$ cat config.mk
export PLATFORM = sky130hd
export DESIGN_NAME = bitmap_set_engine
export DESIGN_NICKNAME = d
export VERILOG_FILES = /design/src/sv/bse_pkg.sv /design/src/sv/bitmap_set_engine.sv /design/src/sv/bse_store.sv
export SDC_FILE = /design/constraint.sdc
export NUM_CORES = 2
export LEC_CHECK = 0
export ABC_AREA = 1
export BUFFER_PORTS_ARGS = -buffer_cell sky130_fd_sc_hd__buf_2
export CAP_MARGIN = 10
export CELL_PAD_IN_SITES_DETAIL_PLACEMENT = 0
export CELL_PAD_IN_SITES_GLOBAL_PLACEMENT = 1
export CORE_MARGIN = 5
export CORE_UTILIZATION = 47
export DETAILED_ROUTE_END_ITERATION = 7
export GPL_ROUTABILITY_DRIVEN = 0
export MAX_ROUTING_LAYER = met4
export PLACE_DENSITY = 0.8
export SLEW_MARGIN = 10
export SYNTH_ARGS = -nofsm -noshare
export SYNTH_HDL_FRONTEND = slang
export SYNTH_HIERARCHICAL = 1
export SYNTH_SLANG_ARGS = --single-unit
$ cat constraint.sdc
create_clock -name clk -period 15.3 [get_ports clk]
set_clock_uncertainty 0.05 [all_clocks]
set_input_delay 2.295 -clock clk [delete_from_list [all_inputs] [get_ports clk]]
set_output_delay 2.295 -clock clk [all_outputs]
set_load 0.1 [all_outputs]
$ cat src/sv/bse_pkg.sv
`default_nettype none

package bse_pkg;

    // bitmap geometry
    localparam int MAX_WORDS = 64;
    localparam int WORD_W    = 64;
    localparam int ADDR_W    = $clog2(MAX_WORDS);
    localparam int BIT_W     = $clog2(WORD_W);
    localparam int CURSOR_W  = 13;
    localparam int CFG_W     = 7;

    // request opcodes
    localparam logic [2:0] OP_INSERT = 3'd0;
    localparam logic [2:0] OP_DELETE = 3'd1;
    localparam logic [2:0] OP_TEST   = 3'd2;
    localparam logic [2:0] OP_IRESET = 3'd3;
    localparam logic [2:0] OP_INEXT  = 3'd4;

    // response status codes
    localparam logic [3:0] STAT_CREATED  = 4'd0;
    localparam logic [3:0] STAT_MERGED   = 4'd1;
    localparam logic [3:0] STAT_REMOVED  = 4'd2;
    localparam logic [3:0] STAT_NOTFOUND = 4'd3;
    localparam logic [3:0] STAT_RANGE    = 4'd4;
    localparam logic [3:0] STAT_TESTED   = 4'd5;
    localparam logic [3:0] STAT_FOUND    = 4'd6;
    localparam logic [3:0] STAT_END      = 4'd7;
    localparam logic [3:0] STAT_RESET    = 4'd8;

    typedef struct packed {
        logic [2:0]         opcode;
        logic signed [15:0] element;
    } bse_req_t;

    typedef struct packed {
        logic [3:0]  status;
        logic        present;
        logic [11:0] found_index;
    } bse_rsp_t;

    // access to the word store
    typedef struct packed {
        logic              rd_en;
        logic [ADDR_W-1:0] rd_addr;
        logic              wr_en;
        logic [ADDR_W-1:0] wr_addr;
        logic [WORD_W-1:0] wr_data;
    } bse_mem_req_t;

    typedef enum logic {
        S_IDLE,
        S_EXEC
    } bse_state_t;

    // index of the lowest set bit, binary search over halves
    function automatic logic [BIT_W-1:0] lowest_set(input logic [WORD_W-1:0] w);
        logic [WORD_W-1:0] v;
        logic [WORD_W-1:0] lo_mask;
        logic [BIT_W-1:0]  idx;
        v   = w;
        idx = '0;
        for (int l = BIT_W - 1; l >= 0; l--)
        begin
            lo_mask = (WORD_W'(1) << (1 << l)) - WORD_W'(1);
            if ((v & lo_mask) == '0)
            begin
                idx[l] = 1'b1;
                v      = v >> (1 << l);
            end
        end
        return idx;
    endfunction

endpackage

`default_nettype wire

$ cat src/sv/bitmap_set_engine.sv
`default_nettype none

// Bit set engine over up to 64 words of 64 bits (element indexes 0..4095).
// Request channel req (req_valid / req_stall) carries opcode and element;
// response channel rsp (rsp_valid / rsp_stall) returns exactly one beat per
// request: status, present and found_index.
// Config channel cfg (cfg_valid / cfg_ready / cfg_data) writes words_in_use;
// cfg_ready is always high, write only while no request is outstanding.
// Every request issues its word read in the request cycle; insert and delete
// write the modified word back in the execute state, after the registered
// word read. Iterator next also skips every further all-zero word it meets:
// the scan reads one word per cycle from the single read port of the word
// store.
// One request is in flight at a time; req_stall is high while it executes.
// A finished response sits in the output register, so the next request is
// taken while the consumer stalls; the engine holds its result in the
// execute cycle only if the output register is still occupied and stalled.
// Reset clears all words at once (per-word written flags), zeroes the
// iterator cursor and sets words_in_use to 64.

module bitmap_set_engine (
    input  wire logic                    clk,
    input  wire logic                    rst_n,
    input  wire logic                    req_valid,
    output logic                         req_stall,
    input  wire bse_pkg::bse_req_t       req,
    output logic                         rsp_valid,
    input  wire logic                    rsp_stall,
    output bse_pkg::bse_rsp_t            rsp,
    input  wire logic                    cfg_valid,
    output logic                         cfg_ready,
    input  wire logic [bse_pkg::CFG_W-1:0] cfg_data
);
    import bse_pkg::*;

    bse_state_t          state_reg, state_next;
    logic [2:0]          op_reg;
    logic [15:0]         elem_reg;
    logic [CURSOR_W-1:0] cursor_reg, cursor_next;
    logic [CFG_W-1:0]    words_reg;
    logic                rsp_valid_reg, rsp_valid_next;
    bse_rsp_t            rsp_reg, rsp_next;
    bse_mem_req_t        mem_req;
    logic [WORD_W-1:0]   rd_word;

    logic                req_beat;
    logic                out_free;
    logic [CFG_W-1:0]    active;
    logic [CURSOR_W-1:0] limit;
    logic                elem_ok;
    logic [WORD_W-1:0]   bit_mask;
    logic [WORD_W-1:0]   scan_word;
    logic [ADDR_W:0]     next_word;
    logic [CURSOR_W-1:0] next_pos;
    logic [CURSOR_W-1:0] found_pos;

    bse_store u_store (
        .clk     (clk),
        .rst_n   (rst_n),
        .mem_req (mem_req),
        .rd_word (rd_word)
    );

    assign req_beat  = req_valid && !req_stall;
    assign req_stall = (state_reg != S_IDLE);
    assign cfg_ready = 1'b1;
    assign rsp_valid = rsp_valid_reg;
    assign rsp       = rsp_reg;
    assign out_free  = !rsp_valid_reg || !rsp_stall;

    // range of the words in use
    assign active  = (words_reg > CFG_W'(MAX_WORDS)) ? CFG_W'(MAX_WORDS) : words_reg;
    assign limit   = {active, {BIT_W{1'b0}}};
    assign elem_ok = !elem_reg[15] && (elem_reg[14:6] < {2'b00, active});

    // bit and scan helpers
    assign bit_mask  = WORD_W'(1) << elem_reg[BIT_W-1:0];
    assign scan_word = rd_word & ({WORD_W{1'b1}} << cursor_reg[BIT_W-1:0]);
    assign next_word = {1'b0, cursor_reg[BIT_W+ADDR_W-1:BIT_W]} + (ADDR_W+1)'(1);
    assign next_pos  = {next_word, {BIT_W{1'b0}}};
    assign found_pos = {1'b0, cursor_reg[BIT_W+ADDR_W-1:BIT_W], lowest_set(scan_word)};

    // control state and config register
    always_ff @(posedge clk or negedge rst_n)
    begin
        if (!rst_n)
        begin
            state_reg     <= S_IDLE;
            cursor_reg    <= '0;
            words_reg     <= CFG_W'(MAX_WORDS);
            rsp_valid_reg <= 1'b0;
        end
        else
        begin
            state_reg     <= state_next;
            cursor_reg    <= cursor_next;
            rsp_valid_reg <= rsp_valid_next;
            if (cfg_valid && cfg_ready)
            begin
                words_reg <= cfg_data;
            end
        end
    end

    // request and response payload
    always_ff @(posedge clk)
    begin
        if (req_beat)
        begin
            op_reg   <= req.opcode;
            elem_reg <= req.element;
        end
        rsp_reg <= rsp_next;
    end

    // sequencer: read, then modify and write back, answer from the word, or scan
    always_comb
    begin
        state_next     = state_reg;
        cursor_next    = cursor_reg;
        rsp_valid_next = rsp_valid_reg && rsp_stall;
        rsp_next       = rsp_reg;
        mem_req        = '0;

        case (state_reg)
            S_IDLE:
            begin
                if (req_valid)
                begin
                    state_next    = S_EXEC;
                    mem_req.rd_en = 1'b1;
                    if (req.opcode == OP_INEXT)
                    begin
                        mem_req.rd_addr = cursor_reg[BIT_W+ADDR_W-1:BIT_W];
                    end
                    else
                    begin
                        mem_req.rd_addr = req.element[BIT_W+ADDR_W-1:BIT_W];
                    end
                end
            end
            S_EXEC:
            begin
                if (op_reg == OP_INEXT && cursor_reg < limit && scan_word == '0
                    && next_pos < limit)
                begin
                    // skip an empty word and fetch the next one
                    cursor_next     = next_pos;
                    mem_req.rd_en   = 1'b1;
                    mem_req.rd_addr = next_word[ADDR_W-1:0];
                end
                else if (out_free)
                begin
                    state_next     = S_IDLE;
                    rsp_valid_next = 1'b1;
                    rsp_next       = '0;
                    case (op_reg)
                        OP_INSERT:
                        begin
                            if (elem_ok)
                            begin
                                rsp_next.status = ((rd_word & bit_mask) != '0) ?
                                                  STAT_MERGED : STAT_CREATED;
                                mem_req.wr_en   = 1'b1;
                                mem_req.wr_addr = elem_reg[BIT_W+ADDR_W-1:BIT_W];
                                mem_req.wr_data = rd_word | bit_mask;
                            end
                            else
                            begin
                                rsp_next.status = STAT_RANGE;
                            end
                        end
                        OP_DELETE:
                        begin
                            if (elem_ok)
                            begin
                                rsp_next.status = ((rd_word & bit_mask) != '0) ?
                                                  STAT_REMOVED : STAT_NOTFOUND;
                                mem_req.wr_en   = 1'b1;
                                mem_req.wr_addr = elem_reg[BIT_W+ADDR_W-1:BIT_W];
                                mem_req.wr_data = rd_word & ~bit_mask;
                            end
                            else
                            begin
                                rsp_next.status = STAT_RANGE;
                            end
                        end
                        OP_TEST:
                        begin
                            rsp_next.status  = STAT_TESTED;
                            rsp_next.present = elem_ok && ((rd_word & bit_mask) != '0);
                        end
                        OP_IRESET:
                        begin
                            rsp_next.status = STAT_RESET;
                            cursor_next     = '0;
                        end
                        OP_INEXT:
                        begin
                            if (cursor_reg < limit && scan_word != '0)
                            begin
                                rsp_next.status      = STAT_FOUND;
                                rsp_next.found_index = found_pos[11:0];
                                cursor_next          = found_pos + CURSOR_W'(1);
                            end
                            else
                            begin
                                rsp_next.status = STAT_END;
                                cursor_next     = limit;
                            end
                        end
                        default:
                        begin
                            rsp_next.status = STAT_RANGE;
                        end
                    endcase
                end
            end
            default:
            begin
                state_next = S_IDLE;
            end
        endcase
    end

    // the store never sees a read and a write in the same cycle
    assert property (@(posedge clk) disable iff (!rst_n)
        !(mem_req.rd_en && mem_req.wr_en))
        else $error("word store read and write collide");

    // an accepted request always moves the sequencer into execution
    assert property (@(posedge clk) disable iff (!rst_n)
        req_beat |=> (state_reg == S_EXEC))
        else $error("accepted request not executed");

    // a response is produced only when leaving execution
    assert property (@(posedge clk) disable iff (!rst_n)
        (rsp_valid_next && !(rsp_valid_reg && rsp_stall)) |-> (state_reg == S_EXEC))
        else $error("response loaded outside execution");

    // the cursor never runs past the full bitmap
    assert property (@(posedge clk) disable iff (!rst_n)
        cursor_reg <= CURSOR_W'(MAX_WORDS * WORD_W))
        else $error("iterator cursor out of bounds");

endmodule

`default_nettype wire

$ cat src/sv/bse_store.sv
`default_nettype none

module bse_store (
    input  wire logic                         clk,
    input  wire logic                         rst_n,
    input  wire bse_pkg::bse_mem_req_t        mem_req,
    output logic [bse_pkg::WORD_W-1:0]        rd_word
);
    import bse_pkg::*;

    logic [WORD_W-1:0]    mem [MAX_WORDS];
    logic [MAX_WORDS-1:0] valid_reg;
    logic [WORD_W-1:0]    rd_data_reg;
    logic                 rd_vld_reg;

    // word array, one write and one registered read port
    always_ff @(posedge clk)
    begin
        if (mem_req.wr_en)
        begin
            mem[mem_req.wr_addr] <= mem_req.wr_data;
        end
        if (mem_req.rd_en)
        begin
            rd_data_reg <= mem[mem_req.rd_addr];
        end
    end

    // per-word written flags, cleared by reset
    always_ff @(posedge clk or negedge rst_n)
    begin
        if (!rst_n)
        begin
            valid_reg  <= '0;
            rd_vld_reg <= 1'b0;
        end
        else
        begin
            if (mem_req.wr_en)
            begin
                valid_reg[mem_req.wr_addr] <= 1'b1;
            end
            if (mem_req.rd_en)
            begin
                rd_vld_reg <= valid_reg[mem_req.rd_addr];
            end
        end
    end

    // a word never written reads as zero
    assign rd_word = rd_vld_reg ? rd_data_reg : '0;

endmodule

`default_nettype wire
==> summary.txt <==
Run status
  – Status: finished, violations left
  – Failing checks: DRC

Power and ir drop
  – PwrDens: 149 nW/um2
  – Leak: 64.6 nW
  – Worst vdd ir: 0.110 mV
  – Total power: 0.0289 W

Synthesis
  – Mapped Area: 175000 um2
  – Ranking of synthesized cells by area: edfxtp_1 72%, nand3_1 8.8%, nand2_1 8.0%
  – Post-synthesis sequential area ratio: 73.2%
  – Synth area leader: edfxtp_1
  – Seq cells post-synth: 4283
  – Synth Instances: 14674
  – Synth top area share: 71.9%
  – Yosys cell types: 51
  – Net count after synthesis: 14724
  – Synth warnings: 6
  – Mean Syn Cell Area: 11.9 um2

Clocking
  – Cts repair resizes: 0
  – Root Buffer: clkbuf_16
  – Clock latency on the worst-skew pair: 0.99 ns
  – Cts hold-fix bufs: 0
  – Clock sink count: 4283
  – Post-CTS Setup Inserts: 0
  – Htree depth: 5
  – Worst-path clk slew: 0.06 ns
  – Max clock buf depth: 4
  – CTS buffer count: 423
  – CTS tree: yes

Run
  – Number of max-cap violations: 0

Global routing
  – Largest net degree at the start of global routing: 180
  – Total gr overflow: 0
  – Number of global-route vias before repair: 110094
  – Total track usage: 28.4%
  – First-pass GRT wire length: 784000 um
  – Initial antenna violation count: 17

Die
  – Chip height: 621 um
  – Row count: 224
  – DIE AREA: 385000 um2
  – IO Count: 51
  – Core area: 372000 um2
  – Die width: 621 um
  – Initial Utilization: 47.1%

Timing
  – Final Hold Fails: 0
  – Pins over their slew limit: 0
  – Max-slew headroom: 16.2%
  – Fin Setup TNS: 0 ns
  – Final period util: 63.4%
  – Highest clock rate: 103 MHz
  – Worst-Margin Slew: 1.25 ns
  – Final setup violation count: 0
  – Min Tclk post-route: 9.71 ns
  – RSZ-0062 raised after global routing: no
  – Post-route setup slack: 5.59 ns

Route
  – Via Count: 119325
  – Number of detailed-routing iterations run before antenna repair: 8
  – Average wire per standard cell: 27.5 um
  – Initial DRC count: 17134
  – Via/cell ratio: 6.02
  – Final WL: 546000 um
  – # DRC: 1
  – Antenna Nets Post-Route: 0

Placed design
  – Buffers on Ports: 49
  – Dpl ws: 6.01 ns
  – HPWL after DPL: 289000 um
  – Placed cell count: 19037

Worst setup path
  – Crit-path most repeated cell: nand2_1
  – Slowest CP cell: nor2_4
  – Crit path kind: flop to flop
  – Worst path buffer plus inverter count: 7
  – CP required: 15.81 ns
  – Critical Path AT: 10.21 ns
  – CP Max Fanout: 62
  – Critical path's top delay family: simple AND/OR/NAND/NOR gates
  – Worst setup SP type: flop
  – Worst setup EP type: flop
  – Slowest stage delay, CP: 0.89 ns

Cells and area
  – Fin cells: 19837
  – Share of layout cells above drive strength 1: 8.34%
  – Syn-to-layout area delta: 11.1%
  – Max reg flops: 4096
  – Layout Nets: 14540

Min path
  – Hold Path Class: flop to flop
Yosys cell counts (all sizes together):
| master | count |
|---|---|
| nand3 | 3100 |
| nand3b | 5 |
| dfrtp | 86 |
| a21boi | 6 |
| conb | 1 |
| nand2 | 3761 |
| inv | 340 |
| clkbuf | 340 |
| o32ai | 1 |
| o21ai | 748 |
| a31oi | 2 |
| a21oi | 225 |
| clkinv | 4 |
| ha | 19 |
| o21bai | 1 |
| o22ai | 258 |
| buf | 620 |
| nor3 | 18 |
| o21a | 2 |
| edfxtp | 4196 |
| nor4 | 13 |
| nor2 | 782 |
| a22o | 6 |
| a2bb2oi | 1 |
| a221oi | 13 |
| dfstp | 1 |
| mux2 | 4 |
| nor3b | 2 |
| nand4 | 31 |
| a211oi | 8 |
| nor4b | 1 |
| or2 | 68 |
| o211ai | 4 |
| o2111a | 1 |
| xor2 | 4 |
| o2111ai | 2 |
final cells by class:
type	count	area (um2)
Antenna cell	10	25.0
Timing Repair Buffer	351	2870
Inverter	344	1350
Clock buffer	503	11100
Tap cell	4972	6220
Fill cell	31194	177000
Sequential cell	4283	128000
Multi-Input combinational cell	9087	42100
Clock inverter	287	2720
per-layer routing:
| metal | track usage (%) | vias to the layer above | wire length [um] |
|---|---|---|---|
| met5 | - | - | 0 |
| met4 | 12.2 | 0 | 28000 |
| met3 | 4.86 | 1292 | 61100 |
| met2 | 42.4 | 7326 | 247000 |
| met1 | 38.8 | 58684 | 209000 |
| li1 | - | 52023 | - |
path summary, 6_finish.rpt:
check / from / to / slack, ns / cells after the start
max: cursor_reg[5] / u_store/mem[7][37] / 5.59 / 26
min: u_store/valid_reg[0] / u_store/valid_reg[0] / 0.42 / 1
max reg2reg: cursor_reg[5] / u_store/mem[7][37] / 5.59 / 26
min reg2reg: u_store/valid_reg[0] / u_store/valid_reg[0] / 0.42 / 1
max in group asynchronous: rst_n / u_store/rd_vld_reg / 12.48 / 2
min in group asynchronous: rst_n / req_stall / 1.29 / 1
metrics by stage:
stage                     instance area, um2  utilization, %  hold WS [ns]
final                                 195000            52.3         0.417
after global routing                  195000            52.3         0.427
after CTS                             195000            52.3         0.418
after detailed placement              181000            48.6         0.402
after global placement                181000            48.6         0.402
after floorplan                       175000               -         0.389
logic make-up (layout without fill, tap and decap cells):
family          after synthesis  count (layout)  synth area share (%)
buf+inv                    1304            1485                  3.50
other cells                   1              11               0.00214
xor+xnor                      4               4                0.0200
compound gates             1278            1278                  3.92
mux                           4               4                0.0257
simple gates               7781            7781                  19.2
flops                      4283            4283                  73.2
fa+ha+maj                    19              19                 0.136
layout by cell type, fill, tap and decap left out, types with 13 or more instances in the layout:
cell / n
buf_12: 28
nor2_1: 703
nand2_1: 3741
nor3_1: 15
buf_2: 48
clkbuf_16: 430
clkinv_1: 118
nand4_1: 30
a21oi_4: 52
bufinv_16: 42
edfxtp_1: 4196
nand2_2: 14
o22ai_1: 258
a21oi_1: 173
nor2_4: 67
clkinv_2: 92
or2_2: 65
ha_1: 19
inv_1: 322
clkbuf_1: 62
o21ai_1: 22
nand3_1: 3094
dfrtp_1: 85
o21ai_0: 720
a221oi_1: 13
buf_4: 275
power by group:
part           switching [W]  total (W)  internal, W
logic                0.00417    0.00552      0.00134
clock network        0.00449     0.0104      0.00591
registers           0.000147     0.0130       0.0128
No activity file was read; power rests on OpenSTA's default activity.
